[config.mk]
export PLATFORM = sky130hd
export DESIGN_NAME = sgnms_ctrl
export DESIGN_NICKNAME = d
export VERILOG_FILES = /design/src/rtl/sgnms_pkg.sv /design/src/rtl/sgnms_ctrl.sv
export SDC_FILE = /design/constraint.sdc
export NUM_CORES = 1
export LEC_CHECK = 0
export BUFFER_PORTS_ARGS = -buffer_cell sky130_fd_sc_hd__buf_2
export CORE_MARGIN = 2
export CORE_UTILIZATION = 50
export CTS_CLUSTER_DIAMETER = 100
export DETAILED_ROUTE_END_ITERATION = 10
export PLACE_DENSITY_LB_ADDON = 0.15
export SLEW_MARGIN = 20
export SYNTH_ARGS = -nofsm -noshare
export SYNTH_HDL_FRONTEND = slang
export SYNTH_SLANG_ARGS = --single-unit
[constraint.sdc]
create_clock -name clk -period 2.15 [get_ports clk]
set_clock_uncertainty 0.1 [all_clocks]
set_input_delay 0.1075 -clock clk [delete_from_list [all_inputs] [get_ports clk]]
set_output_delay 0.1075 -clock clk [all_outputs]
set_load 0.01 [all_outputs]
[src/rtl/sgnms_pkg.sv]
// Shared types, constants and helpers for the Sobel gradient / non-max suppression block.
// No dependencies; every other file in rtl/ except sgnms_ram imports this package.
package sgnms_pkg;

  localparam int MAX_W      = 1024;              // line buffer width (power of two)
  localparam int COL_W      = $clog2(MAX_W);
  localparam int ROW_W      = 12;
  localparam int RING_DEPTH = 3 * MAX_W;
  localparam int ADDR_W     = $clog2(RING_DEPTH);
  localparam int PIX_W      = 8;
  localparam int SQ_W       = 21;
  localparam int SEC_W      = 2;
  localparam int GRD_W      = SQ_W + SEC_W;
  localparam int MAG_W      = 11;
  localparam int CNT_W      = 11;
  localparam int G_W        = 12;
  localparam int FW_W       = 11;
  localparam int FH_W       = 12;
  localparam int CFG_IDX_W  = 2;
  localparam int CFG_DATA_W = 12;
  localparam int K_W        = 4;
  localparam int ISQ_STEPS  = (SQ_W + 1) / 2;

  localparam logic [CFG_IDX_W-1:0] REG_FRAME_WIDTH  = 2'd0;
  localparam logic [CFG_IDX_W-1:0] REG_FRAME_HEIGHT = 2'd1;

  localparam logic OP_PIXEL = 1'b0;
  localparam logic OP_DRAIN = 1'b1;

  localparam logic [SEC_W-1:0] SEC_HORZ = 2'd0;
  localparam logic [SEC_W-1:0] SEC_D45  = 2'd1;
  localparam logic [SEC_W-1:0] SEC_VERT = 2'd2;
  localparam logic [SEC_W-1:0] SEC_D135 = 2'd3;

  // datapath commands
  localparam logic [3:0] CMD_NOP    = 4'd0;
  localparam logic [3:0] CMD_ACCEPT = 4'd1;
  localparam logic [3:0] CMD_GRD_RD = 4'd2;
  localparam logic [3:0] CMD_GM1    = 4'd3;
  localparam logic [3:0] CMD_GM2    = 4'd4;
  localparam logic [3:0] CMD_GM3    = 4'd5;
  localparam logic [3:0] CMD_GM4    = 4'd6;
  localparam logic [3:0] CMD_GWR    = 4'd7;
  localparam logic [3:0] CMD_RD_CTR = 4'd8;
  localparam logic [3:0] CMD_RD_N1  = 4'd9;
  localparam logic [3:0] CMD_RD_N2  = 4'd10;
  localparam logic [3:0] CMD_CMP    = 4'd11;
  localparam logic [3:0] CMD_SQ     = 4'd12;
  localparam logic [3:0] CMD_OUT    = 4'd13;

  typedef struct packed {
    logic             op;
    logic [PIX_W-1:0] pixel;
  } in_item_t;

  typedef struct packed {
    logic [MAG_W-1:0] edge_magnitude;
    logic             frame_last;
  } out_item_t;

  typedef struct packed {
    logic [3:0]     op;
    logic [K_W-1:0] k;
    logic           cfg_we;
  } cmd_t;

  typedef struct packed {
    logic at_origin;
    logic gp_gt;
    logic gp_nz;
    logic op_gt;
    logic op_nz;
    logic is_drain;
    logic out_busy;
  } stat_t;

  // signed offset -1/0/+1
  typedef logic signed [1:0] ofs_t;

  function automatic logic [1:0] rm3_inc(logic [1:0] r);
    return (r == 2'd2) ? 2'd0 : r + 2'd1;
  endfunction

  function automatic logic [1:0] rm3_dec(logic [1:0] r);
    return (r == 2'd0) ? 2'd2 : r - 2'd1;
  endfunction

  function automatic logic [ADDR_W-1:0] ring_addr(logic [1:0] rm3, logic [COL_W-1:0] col,
                                                  ofs_t dr, ofs_t dc);
    logic [1:0]       r;
    logic [COL_W-1:0] c;
    r = (dr == 2'sd1) ? rm3_inc(rm3) : (dr == -2'sd1) ? rm3_dec(rm3) : rm3;
    c = col + {{(COL_W-1){dc[1]}}, dc[0]};
    return {r, c};
  endfunction

  // Sobel taps in read order, the center is not used
  function automatic ofs_t tap_dr(logic [K_W-1:0] k);
    case (k)
      4'd0, 4'd1, 4'd2: return -2'sd1;
      4'd3, 4'd4:       return 2'sd0;
      default:          return 2'sd1;
    endcase
  endfunction

  function automatic ofs_t tap_dc(logic [K_W-1:0] k);
    case (k)
      4'd0, 4'd3, 4'd5: return -2'sd1;
      4'd1, 4'd6:       return 2'sd0;
      default:          return 2'sd1;
    endcase
  endfunction

  // neighbors along a sector; second selects the opposite side
  function automatic ofs_t nbr_dr(logic [SEC_W-1:0] sec, logic second);
    case (sec)
      SEC_HORZ: return 2'sd0;
      default:  return second ? 2'sd1 : -2'sd1;
    endcase
  endfunction

  function automatic ofs_t nbr_dc(logic [SEC_W-1:0] sec, logic second);
    case (sec)
      SEC_HORZ: return second ? 2'sd1 : -2'sd1;
      SEC_D45:  return second ? -2'sd1 : 2'sd1;
      SEC_VERT: return 2'sd0;
      default:  return second ? 2'sd1 : -2'sd1;
    endcase
  endfunction

endpackage

[src/rtl/sgnms_ctrl.sv]
// Sequencer for the Sobel / non-max suppression block: steps one request through
// gradient, neighbor reads, square root and output. Depends on sgnms_pkg.
module sgnms_ctrl import sgnms_pkg::*; (
  input  logic  clk,
  input  logic  rst_n,
  input  logic  in_valid,
  input  logic  cfg_valid,
  input  stat_t stat,
  output logic  in_stall,
  output logic  cfg_ready,
  output cmd_t  cmd
);

  localparam logic [4:0] S_IDLE  = 5'd0;
  localparam logic [4:0] S_CHKG  = 5'd1;
  localparam logic [4:0] S_GRD   = 5'd2;
  localparam logic [4:0] S_GLAST = 5'd3;
  localparam logic [4:0] S_GM1   = 5'd4;
  localparam logic [4:0] S_GM2   = 5'd5;
  localparam logic [4:0] S_GM3   = 5'd6;
  localparam logic [4:0] S_GM4   = 5'd7;
  localparam logic [4:0] S_GWR   = 5'd8;
  localparam logic [4:0] S_CHKO  = 5'd9;
  localparam logic [4:0] S_ER0   = 5'd10;
  localparam logic [4:0] S_ER1   = 5'd11;
  localparam logic [4:0] S_ER2   = 5'd12;
  localparam logic [4:0] S_ER3   = 5'd13;
  localparam logic [4:0] S_ER4   = 5'd14;
  localparam logic [4:0] S_CMP   = 5'd15;
  localparam logic [4:0] S_SQ    = 5'd16;
  localparam logic [4:0] S_OUT   = 5'd17;

  localparam logic [K_W-1:0] K_LAST_TAP = 4'd7;
  localparam logic [K_W-1:0] K_LAST_SQ  = K_W'(ISQ_STEPS - 1);

  logic [4:0]     state_r, state_nxt;
  logic [K_W-1:0] k_r, k_nxt;

  assign in_stall  = (state_r != S_IDLE) || cfg_valid;
  assign cfg_ready = (state_r == S_IDLE);

  always_comb begin
    state_nxt  = state_r;
    k_nxt      = k_r;
    cmd.op     = CMD_NOP;
    cmd.k      = k_r;
    cmd.cfg_we = 1'b0;
    unique case (state_r)
      S_IDLE: begin
        if (cfg_valid) begin
          cmd.cfg_we = 1'b1;
        end else if (in_valid) begin
          cmd.op    = CMD_ACCEPT;
          state_nxt = S_CHKG;
        end
      end
      S_CHKG: begin
        k_nxt = '0;
        if (stat.is_drain) begin
          if (!stat.at_origin) state_nxt = S_IDLE;
          else if (stat.gp_nz) state_nxt = S_GRD;
          else                 state_nxt = S_CHKO;
        end else begin
          state_nxt = stat.gp_gt ? S_GRD : S_CHKO;
        end
      end
      S_GRD: begin
        cmd.op = CMD_GRD_RD;
        k_nxt  = k_r + 4'd1;
        if (k_r == K_LAST_TAP) state_nxt = S_GLAST;
      end
      S_GLAST: state_nxt = S_GM1;
      S_GM1: begin
        cmd.op    = CMD_GM1;
        state_nxt = S_GM2;
      end
      S_GM2: begin
        cmd.op    = CMD_GM2;
        state_nxt = S_GM3;
      end
      S_GM3: begin
        cmd.op    = CMD_GM3;
        state_nxt = S_GM4;
      end
      S_GM4: begin
        cmd.op    = CMD_GM4;
        state_nxt = S_GWR;
      end
      S_GWR: begin
        cmd.op    = CMD_GWR;
        state_nxt = S_CHKO;
      end
      S_CHKO: begin
        if (stat.is_drain) begin
          state_nxt = (stat.op_nz && (stat.op_gt || !stat.gp_nz)) ? S_ER0 : S_IDLE;
        end else begin
          state_nxt = stat.op_gt ? S_ER0 : S_IDLE;
        end
      end
      S_ER0: begin
        cmd.op    = CMD_RD_CTR;
        state_nxt = S_ER1;
      end
      S_ER1: state_nxt = S_ER2;
      S_ER2: begin
        cmd.op    = CMD_RD_N1;
        state_nxt = S_ER3;
      end
      S_ER3: begin
        cmd.op    = CMD_RD_N2;
        state_nxt = S_ER4;
      end
      S_ER4: state_nxt = S_CMP;
      S_CMP: begin
        cmd.op    = CMD_CMP;
        k_nxt     = '0;
        state_nxt = S_SQ;
      end
      S_SQ: begin
        cmd.op = CMD_SQ;
        k_nxt  = k_r + 4'd1;
        if (k_r == K_LAST_SQ) state_nxt = S_OUT;
      end
      S_OUT: begin
        cmd.op = CMD_OUT;
        if (!stat.out_busy) state_nxt = S_IDLE;
      end
      default: state_nxt = S_IDLE;
    endcase
  end

  always_ff @(posedge clk) begin
    if (!rst_n) begin
      state_r <= S_IDLE;
      k_r     <= '0;
    end else begin
      state_r <= state_nxt;
      k_r     <= k_nxt;
    end
  end

endmodule

==> flow_metrics.py, run 1 <==
metrics = {
    "run_status": {
        "status": "finished, final reports clean",
    },
    "logic_synthesis": {
        "synth-seq-cells": 9,
        "synth.largest_area_cell": "dfxtp_1",
        "synth.area.top_cells": "dfxtp_1, a21oi_1, nand3b_1, nor2b_1, nand2_1",
        "postSynthAreaPerCell_um2": 7.44,
        "yosys_warnings": 0,
        "synthSimpleGateAreaFrac_pct": 32.2,
        "synth_xor_xnor_area_share_pct": 5.50,
        "synth_compound_area_share_pct": 26.1,
        "synthesis.nets": 120,
        "synth.distinct_cells": 38,
        "synth_fa_ha_area_share_pct": 3.14,
        "netlist.area_leader.share_pct": 22.6,
        "muxShareOfSynthArea_pct": 2.52,
        "yosysSeqAreaShare_pct": 22.6,
        "syn_inst": 107,
        "synth_top_family_by_area": "simple AND/OR/NAND/NOR gates",
        "synthesis.area_um2": 796,
    },
    "min_path": {
        "hp-class": "input pin to flop",
        "holdCritStartpoint": "rst_n",
        "hold_end": "state_r[0]",
        "min_path_cells": 2,
    },
    "route": {
        "wl_per_cell_um": 13.0,
        "final_antenna_net_count": 0,
        "vias_per_cell": 6.07,
        "drtIter0Drc": 24,
        "firstDrtPassIters": 4,
        "drt_wl_total_mm": 1.88,
        "vias": 874,
        "drc": 0,
    },
    "die": {
        "start_util_pct": 52.8,
        "dieWidth_um": 43.9,
        "rows": 14,
        "dieArea_um2": 1930,
        "core-area_um2": 1510,
        "die_h_um": 43.9,
        "io_pins": 22,
    },
    "worst_setup_path": {
        "cp-start-kind": "flop",
        "slowest_stage": "dfxtp_1",
        "path_cells": "and3_1 > o21ai_0 > o31a_1 > o22ai_1 > buf_2",
        "worst-path-max-fanout": 16,
        "r2r_cells": 5,
        "critPathRequiredTime_ns": 1.94,
        "cp-startpoint": "state_r[3]",
        "arrival_ns": 1.71,
        "r2r_end": "state_r[3]",
        "crit_family": "flip-flops",
        "crit_type": "flop to output pin",
        "reg2reg_slack_ns": 0.25,
        "cp_num_buf_inv": 1,
        "critPathCaptureType": "output pin",
        "max_stage_delay_ns": 0.64,
        "r2r_start": "state_r[4]",
    },
    "cts": {
        "clockBufferDepth": 2,
        "root_buffer": "clkbuf_4",
        "hold_buffers": 0,
        "ctsHtreeMaxLevel": 1,
        "cts_buffers": 3,
        "post-cts-setup-buffers": 0,
        "clkSinkCount": 9,
        "cts_tree": "built",
        "cts_resized": 0,
        "clk_pin_slew_worst_paths_ns": 0.06,
        "clkLatencyLatePin_ns": 0.27,
    },
    "power_and_ir_drop": {
        "power_uw": 580,
        "p_per_area_nw_per_um2": 624,
        "ir_drop_v": 0.000422,
        "p_leak_nw": 0.410,
    },
    "global_route": {
        "grt_pass1_wl_mm": 3.14,
        "grt_max_degree": 17,
        "use_met1_pct": 27.3,
        "met2_usage_pct": 35.3,
        "antenna_found_initial": 0,
        "grt_busiest_layer": "met2",
        "grt_usage_pct": 21.9,
        "grt_pass1_vias": 768,
        "grtUsageMet3_pct": 6.25,
        "gr-total-overflow": 0,
    },
    "placed_design": {
        "io_buffers": 21,
        "place_ws_ns": 0.297,
        "hpwl_mm": 1.41,
        "place_area_um2": 903,
        "gp_congestion": 0.796,
        "placed_cells": 140,
    },
    "finish": {
        "instances_no_fill": 144,
        "drive_above_1_share_pct": 25.0,
        "layout.nets": 142,
        "final_cell_area_um2": 930,
        "antennaDiodeCount": 0,
        "final_cell_mix": "buf_2, dfxtp_1, a21oi_1, nand2_1, nor2_1",
        "utilization_pct": 61.7,
        "layout_commonest_cell": "buf_2",
        "synthToLayoutAreaGrowth_pct": 16.8,
    },
    "timing": {
        "min_period_ns": 1.92,
        "layout_setup_ws_ns": 0.231,
        "clock.fmax_mhz": 521,
        "maxSlewViolCount": 0,
        "rsz0062_at_grt": "no",
        "finalSetupViolations": 0,
        "maxSlewHeadroom_pct": 65.3,
        "fin_setup_tns_ns": 0,
        "tightest_slew_ns": 0.519,
        "finalCritPeriodShare_pct": 89.3,
        "final-hold-violation-count": 0,
        "whs_ns": 0.0286,
    },
    "flow_run": {
        "cap_violations": 0,
    },
}
final cells by class:
class                           count  area, um^2
Fill cell                         156         577
Sequential cell                     9         180
Clock buffer                        4        26.3
Tap cell                           16        20.0
Multi-Input combinational cell     85         553
Timing Repair Buffer               24         128
Inverter                            6        22.5
Yosys cell counts:
cell type  instances
a211o_1            2
a211oi_1           2
a21oi_1            8
a22oi_1            1
a31oi_1            1
a32o_1             1
and2_1             1
and3_1             2
buf_2              2
buf_4              1
buf_6              1
clkbuf_1           3
dfxtp_1            9
ha_1               2
inv_1              6
mux2i_1            2
nand2_1            8
nand2b_1           4
nand3_1            4
nand3b_1           5
nand4_1            2
nor2_1             7
nor2b_1            5
nor3_1             1
nor3_2             1
nor3b_1            2
o211ai_1           2
o21ai_0            5
o221a_2            2
o22a_1             1
o22ai_1            3
o22ai_2            1
o31a_1             1
or2_1              1
or2_2              1
or3_1              2
xnor2_1            3
xor2_1             2
routing by layer:
| metal | vias to the layer above | part of all wire (%) |
|---|---|---|
| met4 | 0 | 1.0 |
| li1 | 424 | - |
| met2 | 39 | 45 |
| met1 | 406 | 46 |
| met5 | - | 0 |
| met3 | 5 | 7.9 |
flip-flops by register name, indices dropped and copies added, names as in the netlist:
signal,flops
state_r,5
k_r,4
cells by family after synthesis:
kind of cell	after synthesis
simple gates	46
flops	9
xor+xnor	5
buf+inv	13
fa+ha+maj	2
mux	2
compound gates	30
how the worst max path moves through the flow:
| stage | end | slack [ns] | cells past startpoint |
|---|---|---|---|
| after floorplan | state_r[3] | 0.41 | 6 |
| after global placement | k_r[3] | 0.35 | 5 |
| after detailed placement | state_r[3] | 0.30 | 5 |
| after CTS | cmd[5] | 0.25 | 5 |
| after global routing | state_r[3] | 0.09 | 5 |
| final | cmd[5] | 0.23 | 5 |
where the power goes:
group	internal, mW	leakage (nW)	switching (mW)	total (mW)
registers	0.183	0.0732	0.0316	0.215
clock network	0.0718	0.0150	0.0633	0.135
logic	0.106	0.322	0.124	0.230
total	0.361	0.410	0.219	0.580
(Power assumes the default switching activity.)
==> run 2, diff against run 1 <==
MAX_ROUTING_LAYER = met4   (was unset)
PLACE_DENSITY = 0.77   (was unset)
PLACE_DENSITY_LB_ADDON = unset   (was 0.15)
==> flow_metrics.py, run 2 (same netlist as run 1, synthesis figures left out) <==
metrics = {
    "run_status": {
        "status": "finished, final reports clean",
    },
    "die": {
        "dieWidth_um": 43.9,
        "dieArea_um2": 1930,
        "start_util_pct": 52.8,
        "rows": 14,
        "io_pins": 22,
        "core-area_um2": 1510,
        "die_h_um": 43.9,
    },
    "worst_setup_path": {
        "path_cells": "nor2_1 > a32o_1 > a211o_1 > or2_1 > nor3_2",
        "cp-start-kind": "flop",
        "slowest_stage": "dfxtp_1",
        "r2r_end": "state_r[3]",
        "r2r_cells": 5,
        "crit_type": "flop to flop",
        "max_stage_delay_ns": 0.58,
        "crit_family": "compound AO/OA/AOI/OAI gates",
        "reg2reg_slack_ns": 0.24,
        "critPathRequiredTime_ns": 2.24,
        "worst-path-max-fanout": 14,
        "arrival_ns": 1.99,
        "cp_num_buf_inv": 0,
        "critPathCaptureType": "flop",
        "cp-startpoint": "state_r[1]",
        "r2r_start": "state_r[1]",
    },
    "finish": {
        "multi_input_area_um2": 553,
        "drive_above_1_share_pct": 24.4,
        "reg_top3": "state_r (5), k_r (4)",
        "layout.nets": 141,
        "largest_register": "state_r",
        "synthToLayoutAreaGrowth_pct": 15.9,
        "antennaDiodeCount": 0,
        "seqCellArea_um2": 180,
        "largest_register_ffs": 5,
        "layout_commonest_cell": "buf_2",
        "final_cell_mix": "buf_2, dfxtp_1, a21oi_1, nand2_1, nor2_1",
        "n_fill_cell": 143,
        "utilization_pct": 61.2,
    },
    "global_route": {
        "grt_max_degree": 17,
        "gr-total-overflow": 0,
        "grt_pass1_wl_mm": 2.90,
        "grt_pass1_vias": 722,
        "grt_usage_pct": 20.7,
        "antenna_found_initial": 0,
    },
    "route": {
        "vias": 829,
        "final_antenna_net_count": 0,
        "drt_wl_total_mm": 1.79,
        "drtIter0Drc": 19,
        "drc": 0,
        "vias_per_cell": 5.80,
        "firstDrtPassIters": 4,
        "wl_per_cell_um": 12.5,
    },
    "timing": {
        "maxSlewViolCount": 0,
        "min_period_ns": 1.91,
        "tightest_slew_ns": 0.513,
        "finalSetupViolations": 0,
        "final-hold-violation-count": 0,
        "clock.fmax_mhz": 524,
        "finalCritPeriodShare_pct": 88.7,
        "fin_setup_tns_ns": 0,
        "rsz0062_at_grt": "no",
        "maxSlewHeadroom_pct": 65.8,
    },
    "flow_run": {
        "cap_violations": 0,
    },
    "power_and_ir_drop": {
        "power_uw": 574,
        "ir_drop_v": 0.000371,
        "p_per_area_nw_per_um2": 622,
        "p_leak_nw": 0.405,
    },
    "min_path": {
        "holdCritStartpoint": "rst_n",
        "hp-class": "input pin to flop",
        "min_path_cells": 2,
        "hold_end": "state_r[4]",
    },
    "placed_design": {
        "io_buffers": 21,
        "gp_congestion": 0.845,
        "hpwl_mm": 1.36,
    },
    "cts": {
        "cts_buffers": 3,
        "clkLatencyLatePin_ns": 0.26,
        "post-cts-setup-buffers": 0,
        "cts_resized": 0,
        "clkSinkCount": 9,
        "ctsHtreeMaxLevel": 1,
        "cts_tree": "built",
        "clk_pin_slew_worst_paths_ns": 0.06,
        "root_buffer": "clkbuf_4",
        "hold_buffers": 0,
        "clockBufferDepth": 2,
    },
}
-- run 2: cell types whose count changed in the layout (fill, tap and decap cells not counted), sizes merged --
cell,previous run,this run
buf,24,23
-- run 2: stage by stage --
| stage | setup WS [ns] | instances | cell area, um^2 | hold WS, ns |
|---|---|---|---|---|
| after global placement | 0.334 | 139 | 896 | 0.282 |
| final | 0.243 | 143 | 922 | 0.0256 |
| after CTS | 0.257 | 143 | 922 | 0.0187 |
| after global routing | 0.118 | 143 | 922 | 0.0248 |
| after floorplan | 0.410 | 107 | 796 | 0.136 |
| after detailed placement | 0.275 | 139 | 896 | 0.287 |
-- run 2: worst reg2reg max path, stage by stage (launching register included) --
cell and delay (ns):
dfxtp_1 0.58, nor2_1 0.17, a32o_1 0.28, a211o_1 0.34
or2_1 0.27, nor3_2 0.10
-- run 2: area by class of cell --
class                   count  share of cell area [%]
clock buffers               4                    2.85
inverters                   6                    2.44
multi-input cells          85                    60.0
flip-flops and latches      9                    19.5
well taps                  16                    2.17
repair buffers             23                    13.0
-- run 2: where the power goes --
group / internal (mW) / total [mW] / switching, mW
logic: 0.106 / 0.228 / 0.122
clock network: 0.0714 / 0.128 / 0.0568
registers: 0.183 / 0.218 / 0.0346
total: 0.360 / 0.574 / 0.213
-- run 2: how the worst max path moves through the flow --
stage	depth (start not counted)	slack [ns]	to
5_1_grt	5	0.12	cmd[5]
2_1_floorplan	6	0.41	state_r[3]
4_1_cts	5	0.26	state_r[3]
3_5_place_dp	5	0.27	state_r[3]
6_report	5	0.24	state_r[3]
3_3_place_gp	5	0.33	state_r[3]
-- run 2: routing by layer --
| metal | vias up | GRT usage (%) | routed length [um] |
|---|---|---|---|
| met5 | - | - | 0 |
| met4 | 0 | 4.85 | 14 |
| met3 | 2 | 7.92 | 104 |
| met2 | 28 | 31.8 | 819 |
| met1 | 376 | 25.6 | 849 |
| li1 | 423 | - | - |
==> run 3, diff against run 2 <==
CTS_CLUSTER_SIZE = 10   (was unset)
MAX_ROUTING_LAYER = unset   (was met4)
==> flow_metrics.py, run 3 (same netlist as run 1, synthesis figures left out) <==
metrics = {
    "placed_design": {
        "io_buffers": 21,
        "placed_cells": 139,
        "hpwl_mm": 1.36,
        "gp_congestion": 0.833,
        "place_area_um2": 896,
    },
    "worst_setup_path": {
        "cp_num_buf_inv": 0,
        "crit_family": "compound AO/OA/AOI/OAI gates",
        "slowest_stage": "dfxtp_1",
        "r2r_start": "state_r[1]",
        "path_depth": 5,
        "setup.worst_path.end": "state_r[3]",
        "critPathRequiredTime_ns": 2.24,
        "reg2reg_slack_ns": 0.24,
        "r2r_end": "state_r[3]",
        "path_cells": "nor2_1 > a32o_1 > a211o_1 > or2_1 > nor3_2",
        "max_stage_delay_ns": 0.58,
        "arrival_ns": 2.00,
        "r2r_cells": 5,
        "cp-startpoint": "state_r[1]",
        "cp-start-kind": "flop",
        "critPathCaptureType": "flop",
        "crit_type": "flop to flop",
        "worst-path-max-fanout": 14,
    },
    "timing": {
        "finalSetupViolations": 0,
        "fin_setup_tns_ns": 0,
        "rsz0062_at_grt": "no",
        "tightest_slew_ns": 0.514,
        "clock.fmax_mhz": 522,
        "whs_ns": 0.0263,
        "maxSlewViolCount": 0,
        "final-hold-violation-count": 0,
        "min_period_ns": 1.91,
        "finalCritPeriodShare_pct": 89.0,
        "maxSlewHeadroom_pct": 65.7,
    },
    "global_route": {
        "antenna_found_initial": 0,
        "grt_usage_pct": 20.1,
        "gr-total-overflow": 0,
        "grt_pass1_vias": 721,
        "grt_max_degree": 17,
        "grt_pass1_wl_mm": 2.90,
    },
    "power_and_ir_drop": {
        "sw_frac_of_total_pct": 37.3,
        "pwr-share-comb_pct": 39.8,
        "p_sw_uw": 214,
        "p_per_area_nw_per_um2": 623,
        "clkPwrFrac_pct": 22.3,
        "ir_drop_v": 0.000371,
        "pwr-share-seq_pct": 37.9,
        "p_leak_nw": 0.405,
        "intPower_uw": 360,
    },
    "route": {
        "drt_wl_total_mm": 1.81,
        "final_antenna_net_count": 0,
        "drtIter0Drc": 18,
        "wl_per_cell_um": 12.6,
        "firstDrtPassIters": 4,
        "vias": 824,
        "vias_per_cell": 5.76,
        "drc": 0,
    },
    "cts": {
        "clockBufferDepth": 2,
        "cts_buffers": 3,
        "post-cts-setup-buffers": 0,
        "ctsHtreeMaxLevel": 1,
        "root_buffer": "clkbuf_4",
        "cts_tree": "built",
        "hold_buffers": 0,
        "clkLatencyLatePin_ns": 0.26,
        "clk_pin_slew_worst_paths_ns": 0.06,
        "cts_resized": 0,
        "clkSinkCount": 9,
    },
    "die": {
        "dieArea_um2": 1930,
        "io_pins": 22,
        "rows": 14,
        "start_util_pct": 52.8,
        "die_h_um": 43.9,
        "core-area_um2": 1510,
        "dieWidth_um": 43.9,
    },
    "finish": {
        "multi_input_area_um2": 553,
        "final_cell_area_um2": 922,
        "synthToLayoutAreaGrowth_pct": 15.9,
        "largest_register_ffs": 5,
        "final_cell_mix": "buf_2, dfxtp_1, a21oi_1, nand2_1, nor2_1",
        "layout_commonest_cell": "buf_2",
        "seqCellArea_um2": 180,
        "reg_top3": "state_r (5), k_r (4)",
        "largest_register": "state_r",
        "antennaDiodeCount": 0,
        "drive_above_1_share_pct": 24.4,
        "layout.nets": 141,
        "n_fill_cell": 143,
        "instances_no_fill": 143,
    },
    "min_path": {
        "min_path_cells": 2,
        "hp-class": "input pin to flop",
    },
    "flow_run": {
        "cap_violations": 0,
    },
    "run_status": {
        "status": "finished, final reports clean",
    },
}
run 3: power by group through the flow:
stage / clock network, mW / logic, mW / registers [mW]
6_report: 0.128 / 0.228 / 0.218
4_1_cts: 0.134 / 0.228 / 0.217
3_3_place_gp: 0 / 0.222 / 0.218
2_1_floorplan: 0 / 0.179 / 0.204
5_1_grt: 0.141 / 0.258 / 0.221
3_5_place_dp: 0 / 0.227 / 0.220
run 3: metrics by stage:
step | power, mW | setup slack, ns | util (%)
after floorplan | 0.384 | 0.410 | -
after global placement | 0.440 | 0.334 | 59.5
after detailed placement | 0.447 | 0.275 | 59.5
after CTS | 0.579 | 0.257 | 61.2
after global routing | 0.620 | 0.118 | 61.2
final | 0.575 | 0.236 | 61.2
run 3: area by class of cell:
cell class,instances,area share (%)
clock buffers,4,2.85
inverters,6,2.44
multi-input cells,85,60.0
flip-flops and latches,9,19.5
well taps,16,2.17
repair buffers,23,13.0
run 3: metal layers:
layer / global-route usage [%] / part of all wire, % / vias up
met1: 25.6 / 49 / 373
li1: - / - / 425
met5: 0 / 0 / -
met2: 31.8 / 45 / 24
met4: 4.85 / 0.78 / 0
met3: 7.92 / 5.5 / 2
run 3: worst min-delay path by stage:
stage | to | slack [ns] | from
2_1_floorplan | state_r[4] | 0.14 | rst_n
3_3_place_gp | state_r[4] | 0.28 | rst_n
3_5_place_dp | state_r[4] | 0.29 | rst_n
4_1_cts | state_r[4] | 0.02 | rst_n
5_1_grt | state_r[0] | 0.02 | rst_n
6_report | state_r[4] | 0.03 | rst_n
